<file path="src/rspm_pkg.sv">
// Shared types and constants for the rolling sum pattern matcher.
package rspm_pkg;

  localparam int PAT_REG_BYTES = 32;   // pattern bytes held in config registers
  localparam int LEN_W         = 6;
  localparam int IDX_W         = 5;    // index into the 32 pattern bytes
  localparam int CFG_IDX_W     = 3;
  localparam int CFG_DATA_W    = 64;
  localparam int LINE_W        = 24;
  localparam int COL_W         = 16;

  localparam logic [LINE_W-1:0] LINE_MAX = {LINE_W{1'b1}};
  localparam logic [COL_W-1:0]  COL_MAX  = {COL_W{1'b1}};

  // register map
  localparam logic [CFG_IDX_W-1:0] CFG_PAT_LEN    = 3'd0;
  localparam logic [CFG_IDX_W-1:0] CFG_PAT_LO     = 3'd1;
  localparam logic [CFG_IDX_W-1:0] CFG_PAT_MID_LO = 3'd2;
  localparam logic [CFG_IDX_W-1:0] CFG_PAT_MID_HI = 3'd3;
  localparam logic [CFG_IDX_W-1:0] CFG_PAT_HI     = 3'd4;

  typedef struct packed {
    logic [7:0] text_byte;
    logic       line_end;
  } in_beat_t;

  typedef struct packed {
    logic [LINE_W-1:0] match_line;
    logic [COL_W-1:0]  match_column;
  } out_beat_t;

  typedef struct packed {
    logic shift;
    logic clear;
  } cell_ctl_t;

  typedef logic [PAT_REG_BYTES-1:0][7:0] pat_bytes_t;

endpackage

</file>
<file path="src/rspm_cell.sv">
// One window cell: holds one text byte and its aligned pattern byte.
module rspm_cell
  import rspm_pkg::*;
#(
  parameter int IDX = 0
) (
  input  logic             clk,
  input  cell_ctl_t        ctl,
  input  logic [7:0]       byte_in,
  output logic [7:0]       byte_out,
  input  pat_bytes_t       pat_bytes,
  input  logic [IDX_W-1:0] len_m1,
  output logic             hit
);

  localparam logic [IDX_W-1:0] IDX_V = IDX[IDX_W-1:0];

  logic [7:0]       byte_r, byte_nxt;
  logic [7:0]       pat_r, pat_nxt;
  logic             en_r, en_nxt;
  logic [IDX_W-1:0] pidx;

  // window slot IDX lines up with pattern byte len-1-IDX
  always_comb begin
    pidx    = len_m1 - IDX_V;
    en_nxt  = (IDX_V <= len_m1);
    pat_nxt = pat_bytes[pidx];
    if (ctl.clear) begin
      byte_nxt = 8'd0;
    end else if (ctl.shift) begin
      byte_nxt = byte_in;
    end else begin
      byte_nxt = byte_r;
    end
  end

  always_ff @(posedge clk) begin
    byte_r <= byte_nxt;
    pat_r  <= pat_nxt;
    en_r   <= en_nxt;
  end

  assign byte_out = byte_r;
  assign hit      = !en_r || (byte_r == pat_r);

endmodule

</file>
<file path="src/rolling_sum_pattern_matcher.sv">
// Top level of the rolling sum pattern matcher: cell row, counters, output stage.
//
// Text enters one byte per beat; a beat with line_end set closes the line.
// The block takes one beat every cycle unless a match waits behind a full
// output register. A byte beat shifts into a row of cells (one per window
// slot), each of which compares its byte against the pattern byte aligned
// to it; the cycle after the beat the row's hit flags are ANDed, and a
// match lands in the output register once it is free, raising out_valid. The
// compare of the full window implies the byte-sum check, so no separate sum
// is kept.
// pattern_length 0 acts as 1; above min(PATTERN_MAX, 32) it is clamped.
// The column is bytes_in_line minus the length; bytes_in_line saturates at
// 65535 and the line number at 16777215. Only back-pressure on the output,
// with a match pending behind a full output register, stalls the input.
module rolling_sum_pattern_matcher
  import rspm_pkg::*;
#(
  parameter int PATTERN_MAX = 32
) (
  input  logic                  clk,
  input  logic                  rst_n,
  input  logic                  in_valid,
  output logic                  in_ready,
  input  in_beat_t              in_data,
  output logic                  out_valid,
  input  logic                  out_ready,
  output out_beat_t             out_data,
  input  logic                  cfg_we,
  input  logic [CFG_IDX_W-1:0]  cfg_index,
  input  logic [CFG_DATA_W-1:0] cfg_wdata
);

  // slots at or above 32 can never be compared, so they are not built
  localparam int NCELL = (PATTERN_MAX < PAT_REG_BYTES) ? PATTERN_MAX : PAT_REG_BYTES;
  localparam logic [LEN_W-1:0] NCELL_V = NCELL[LEN_W-1:0];

  // config registers
  logic [LEN_W-1:0]            len_r, len_nxt;
  logic [3:0][CFG_DATA_W-1:0]  pat_r, pat_nxt;

  // line state
  logic [COL_W-1:0]  cnt_r, cnt_nxt;
  logic [LINE_W-1:0] line_r, line_nxt;

  // compare stage and output stage
  logic      s1_valid_r, s1_valid_nxt;
  logic      out_valid_r, out_valid_nxt;
  out_beat_t out_data_r, out_data_nxt;

  logic             in_acc;
  logic             out_free;
  logic             s1_match;
  logic             s1_go;
  logic [LEN_W-1:0] eff_len;
  logic [IDX_W-1:0] len_m1;
  pat_bytes_t       pat_bytes;
  cell_ctl_t        ctl;
  logic [7:0]       chain [NCELL+1];
  logic [NCELL-1:0] hits;

  assign pat_bytes = pat_r;

  always_comb begin
    if (len_r == '0) begin
      eff_len = LEN_W'(1);
    end else if (len_r > NCELL_V) begin
      eff_len = NCELL_V;
    end else begin
      eff_len = len_r;
    end
  end
  assign len_m1 = IDX_W'(eff_len - LEN_W'(1));

  // ---- cell row: chain[0] is the incoming byte, chain[i+1] is slot i
  assign chain[0]  = in_data.text_byte;
  assign ctl.shift = in_acc && !in_data.line_end;
  assign ctl.clear = in_acc && in_data.line_end;

  for (genvar i = 0; i < NCELL; i++) begin : g_cell
    rspm_cell #(.IDX(i)) u_cell (
      .clk       (clk),
      .ctl       (ctl),
      .byte_in   (chain[i]),
      .byte_out  (chain[i+1]),
      .pat_bytes (pat_bytes),
      .len_m1    (len_m1),
      .hit       (hits[i])
    );
  end

  // ---- handshake
  assign out_free = !out_valid_r || out_ready;
  // window and counters stay still while a match in the compare stage waits for the output register
  assign s1_match = s1_valid_r && (&hits) && (cnt_r >= {{(COL_W-LEN_W){1'b0}}, eff_len});
  assign s1_go    = !s1_match || out_free;
  assign in_ready = !s1_valid_r || s1_go;
  assign in_acc   = in_valid && in_ready;

  always_comb begin
    len_nxt       = len_r;
    pat_nxt       = pat_r;
    cnt_nxt       = cnt_r;
    line_nxt      = line_r;
    s1_valid_nxt  = s1_valid_r && !s1_go;
    out_valid_nxt = out_valid_r && !out_ready;
    out_data_nxt  = out_data_r;

    if (cfg_we) begin
      unique case (cfg_index)
        CFG_PAT_LEN:    len_nxt    = cfg_wdata[LEN_W-1:0];
        CFG_PAT_LO:     pat_nxt[0] = cfg_wdata;
        CFG_PAT_MID_LO: pat_nxt[1] = cfg_wdata;
        CFG_PAT_MID_HI: pat_nxt[2] = cfg_wdata;
        CFG_PAT_HI:     pat_nxt[3] = cfg_wdata;
        default: ;
      endcase
    end

    if (in_acc) begin
      s1_valid_nxt = !in_data.line_end;
      if (in_data.line_end) begin
        cnt_nxt = '0;
        if (line_r != LINE_MAX) begin
          line_nxt = line_r + LINE_W'(1);
        end
      end else if (cnt_r != COL_MAX) begin
        cnt_nxt = cnt_r + COL_W'(1);
      end
    end

    if (s1_match && out_free) begin
      out_valid_nxt             = 1'b1;
      out_data_nxt.match_line   = line_r;
      out_data_nxt.match_column = cnt_r - {{(COL_W-LEN_W){1'b0}}, eff_len};
    end
  end

  always_ff @(posedge clk) begin
    if (!rst_n) begin
      len_r       <= LEN_W'(1);
      pat_r       <= '0;
      cnt_r       <= '0;
      line_r      <= LINE_W'(1);
      s1_valid_r  <= 1'b0;
      out_valid_r <= 1'b0;
    end else begin
      len_r       <= len_nxt;
      pat_r       <= pat_nxt;
      cnt_r       <= cnt_nxt;
      line_r      <= line_nxt;
      s1_valid_r  <= s1_valid_nxt;
      out_valid_r <= out_valid_nxt;
    end
  end

  always_ff @(posedge clk) begin
    out_data_r <= out_data_nxt;
  end

  assign out_valid = out_valid_r;
  assign out_data  = out_data_r;

endmodule

</file>
<file path="config.mk">
export PLATFORM = sky130hd
export DESIGN_NAME = rolling_sum_pattern_matcher
export DESIGN_NICKNAME = d
export VERILOG_FILES = /design/src/rspm_pkg.sv /design/src/rspm_cell.sv /design/src/rolling_sum_pattern_matcher.sv
export SDC_FILE = /design/constraint.sdc
export NUM_CORES = 2
export LEC_CHECK = 0
export ABC_AREA = 1
export BUFFER_PORTS_ARGS = -buffer_cell sky130_fd_sc_hd__buf_4
export CAP_MARGIN = 20
export CORE_MARGIN = 4
export CORE_UTILIZATION = 35
export DETAILED_ROUTE_END_ITERATION = 6
export HOLD_SLACK_MARGIN = 0.05
export PLACE_DENSITY_LB_ADDON = 0.15
export SETUP_SLACK_MARGIN = 0.05
export SLEW_MARGIN = 25
export SYNTH_ARGS = -nofsm -noshare
export SYNTH_HDL_FRONTEND = slang
export SYNTH_SLANG_ARGS = --single-unit
</file>
<file path="constraint.sdc">
create_clock -name clk -period 4.85 [get_ports clk]
set_input_delay 0.485 -clock clk [delete_from_list [all_inputs] [get_ports clk]]
set_output_delay 0.485 -clock clk [all_outputs]
set_load 0.01 [all_outputs]
</file>
==> impl_metrics.env <==
export IMPL_reg2reg_from="len_r[0]"
export IMPL_synth_nets=6549
export IMPL_reg2reg_depth=13
export IMPL_ys_top_cells_by_area="dfxtp_1, nand2_1, o21ai_0"
export IMPL_drive_gt1_share_pct=9.30
export IMPL_port_buffers=122
export IMPL_hpwl_mm=166
export IMPL_yosysSeqAreaShare_pct=40.4
export IMPL_ys_dominant_reg_cell="dfxtp_1"
export IMPL_grt_pass1_wl_mm=291
export IMPL_ir_drop_uv=284
export IMPL_whs_path_depth=3
export IMPL_fill_cells=13318
export IMPL_die_w_um=367
export IMPL_synth_top_area_share_pct=37.7
export IMPL_first_pass_iters=7
export IMPL_crit_top_cell="nand2_1"
export IMPL_cap_violations=0
export IMPL_rsz0062_at_grt="no"
export IMPL_startpoint_type="flop"
export IMPL_antenna_found_initial=19
export IMPL_crit_slowest_cell="nand4_1"
export IMPL_vias=43903
export IMPL_cts_tree="yes"
export IMPL_fin_crit_ns=4.48
export IMPL_start_util_pct=35.3
export IMPL_netlist_area_um2=45000
export IMPL_path_max_fanout=36
export IMPL_hold_viol_final=0
export IMPL_die_h_um=367
export IMPL_synth_cells=6438
export IMPL_cellLeakagePower_nw=20.9
export IMPL_final_setup_tns_ns=0
export IMPL_grt_util_all_layers_pct=30.0
export IMPL_ys_ff_latch=888
export IMPL_synthXorXnorAreaFrac_pct=5.63
export IMPL_slew_violations=0
export IMPL_synth_avg_cell_area_um2=6.99
export IMPL_grt_pass1_vias=38752
export IMPL_layout_nets=6606
export IMPL_syn_to_final_growth_pct=15.2
export IMPL_tightest_slew_ns=1.29
export IMPL_cp_data_required_time_ns=4.37
export IMPL_synth_simple_gate_area_share_pct=21.1
export IMPL_synth_top_family_by_area="compound AO/OA/AOI/OAI gates"
export IMPL_grt_max_degree=226
export IMPL_synth_mux_area_share_pct=0.867
export IMPL_cts_root_buf="clkbuf_16"
export IMPL_path_cells="inv_1 > nand2_1 > nand2_8 > ha_1 > fa_1 > o21ai_2 > nand2_1 > nand3b_1 > nor2_1 > nor3_2 > nand4_1 > buf_4"
export IMPL_skew_ns=0.0302
export IMPL_first_iter_violations=5375
export IMPL_netlist_cell_type_count=48
export IMPL_status="finished clean"
export IMPL_synth_edf_count=40
export IMPL_endpoint_kind="output pin"
export IMPL_die_area_um2=134000
export IMPL_power_total_mw=24.7
export IMPL_drt_wl_total_mm=208
export IMPL_rows=131
export IMPL_htreeDepth=3
export IMPL_clock_latency_ns=0.73
export IMPL_coreArea_um2=128000
export IMPL_clk_path_buf_depth=3
export IMPL_antenna_left=0
export IMPL_async_reset_ff_share_pct=0
export IMPL_crit_type="flop to output pin"
export IMPL_hp_class="primary input to flop"
export IMPL_synth_most_common_cell="nand2_1"
export IMPL_cellPowerDensity_nw_per_um2=476
export IMPL_routedWlPerCell_um=25.3
export IMPL_min_from="cfg_wdata[55]"
export IMPL_final_setup_viol_count=0
export IMPL_fin_crit_sh_pct=92.4
export IMPL_clock_sinks=888
export IMPL_startpoint="len_r[5]"
export IMPL_viasPerCell=5.33
export IMPL_grt_overflow=0
export IMPL_synth_top_cells_by_count="nand2_1, o21ai_0, dfxtp_1"
export IMPL_worstPathArrival_ns=4.00
export IMPL_synth_compound_area_share_pct=22.4
export IMPL_yosys_area_top_type="dfxtp_1"
export IMPL_yosysWarnings=0
export IMPL_ios=123
export IMPL_synthAdderAreaFrac_pct=0.850
export IMPL_fmax_mhz=223
export IMPL_slowest_delay_ns=0.50
export IMPL_clk_pin_slew_worst_paths_ns=0.06
export IMPL_gp_congestion=1.01
export IMPL_cts_buffers=99
export IMPL_slew_headroom_pct=13.3
export IMPL_drc_errors=0
[layer usage]
layer	share of wire (%)	global-route usage, %	vias to the layer above	wire length (um)
li1	-	-	21380	-
met1	44	41.3	20498	91500
met2	42	45.5	1736	88500
met3	8.1	5.22	289	16900
met4	5.6	14.1	0	11600
met5	0	0	-	0
[critical path, delay by kind of cell (launching register included)]
| family | cells | cell delay, ns |
|---|---|---|
| compound gates | 1 | 0.22 |
| fa+ha+maj | 2 | 0.73 |
| flops | 1 | 0.42 |
| buf+inv | 2 | 0.46 |
| simple gates | 7 | 1.44 |
[sequential cells by signal (all words and copies together) (netlist names)]
signal and flops:
cnt_r 16, g_cell.u_cell.byte_out 256, g_cell.u_cell.en_r 32, g_cell.u_cell.pat_r 256, len_r 6, line_r 24, out_data 40, out_valid 1
pat_bytes 256, s1_valid_r 1
[power by group]
| group | switching (mW) | internal, mW | leakage, nW | total [mW] |
|---|---|---|---|---|
| Clock | 3.33 | 4.69 | 1.67 | 8.02 |
| Combinational | 4.87 | 2.31 | 11.9 | 7.18 |
| Sequential | 1.19 | 8.33 | 7.30 | 9.52 |
| Total | 9.39 | 15.3 | 20.9 | 24.7 |
[layout by cell type (no fill, tap or decap), types with 5 or more instances in the layout]
master | Yosys | layout
buf_12 | 1 | 11
o21ai_0 | 1014 | 1003
inv_2 | 17 | 19
o211ai_1 | 103 | 103
or2_0 | 5 | 5
nand2_2 | 5 | 6
nor4_1 | 7 | 7
or2_2 | 60 | 60
a21oi_1 | 241 | 241
dlygate4sd3_1 | 0 | 46
clkinv_2 | 0 | 23
nor2_1 | 339 | 336
o22ai_1 | 245 | 245
nor3_1 | 26 | 23
xor2_2 | 9 | 9
inv_1 | 537 | 532
xnor2_1 | 214 | 214
nand4_1 | 34 | 34
nand3_1 | 251 | 249
buf_4 | 28 | 317
mux2i_1 | 39 | 39
bufinv_16 | 0 | 12
o21ai_1 | 282 | 291
ha_1 | 29 | 27
clkbuf_8 | 0 | 13
edfxtp_1 | 40 | 40
clkbuf_1 | 220 | 23
or2_1 | 24 | 24
nand2_1 | 1577 | 1574
clkinvlp_4 | 0 | 6
clkbuf_16 | 0 | 101
dfxtp_1 | 848 | 848
xor2_1 | 43 | 42
xor2_4 | 5 | 6
[final cells by class]
cell class	instances	area, um^2	share of cell area, %
Inverter	558	2110	4.06
Timing Repair Buffer	376	3080	5.94
Sequential cell	888	18200	35.0
Antenna cell	3	7.51	0.0145
Tap cell	1662	2080	4.01
Multi-Input combinational cell	4572	23000	44.3
Clock inverter	47	627	1.21
Clock buffer	137	2790	5.38
[what timing repair did]
item	in CTS	in global routing
buffers inserted	0	0
gates resized for setup	0	2
endpoints found under the hold margin	97	0
hold buffers	46	0
setup endpoints to repair	0	1
[worst paths after layout]
path / endpoint / slack [ns]
worst max register to register: g_cell[10].u_cell.pat_r[0] / 0.60
worst max-delay path: in_ready / 0.37
worst min register to register: pat_bytes[175] / 0.46
worst min-delay path: pat_bytes[119] / 0.09
[kinds of logic (layout without fill, tap and decap cells)]
family / count (synthesis) / count (layout)
flops: 888 / 888
compound gates: 1895 / 1895
simple gates: 2337 / 2337
xor+xnor: 271 / 271
fa+ha+maj: 30 / 30
other cells: 0 / 3
mux: 39 / 39
buf+inv: 978 / 1118
[stage by stage]
stage          instances  area (um^2)  setup WS (ns)  util, %  hold slack, ns
2_1_floorplan       6438        45000         0.0871        -           0.430
3_3_place_gp        8010        48000          0.669     37.6           0.446
3_5_place_dp        8010        48000          0.621     37.6           0.451
4_1_cts             8240        51900         0.0995     40.6          0.0526
5_1_grt             8240        51900         0.0996     40.6          0.0625
6_report            8243        51900          0.367     40.6          0.0885
Note: power is estimated with default switching activity, not from simulation.
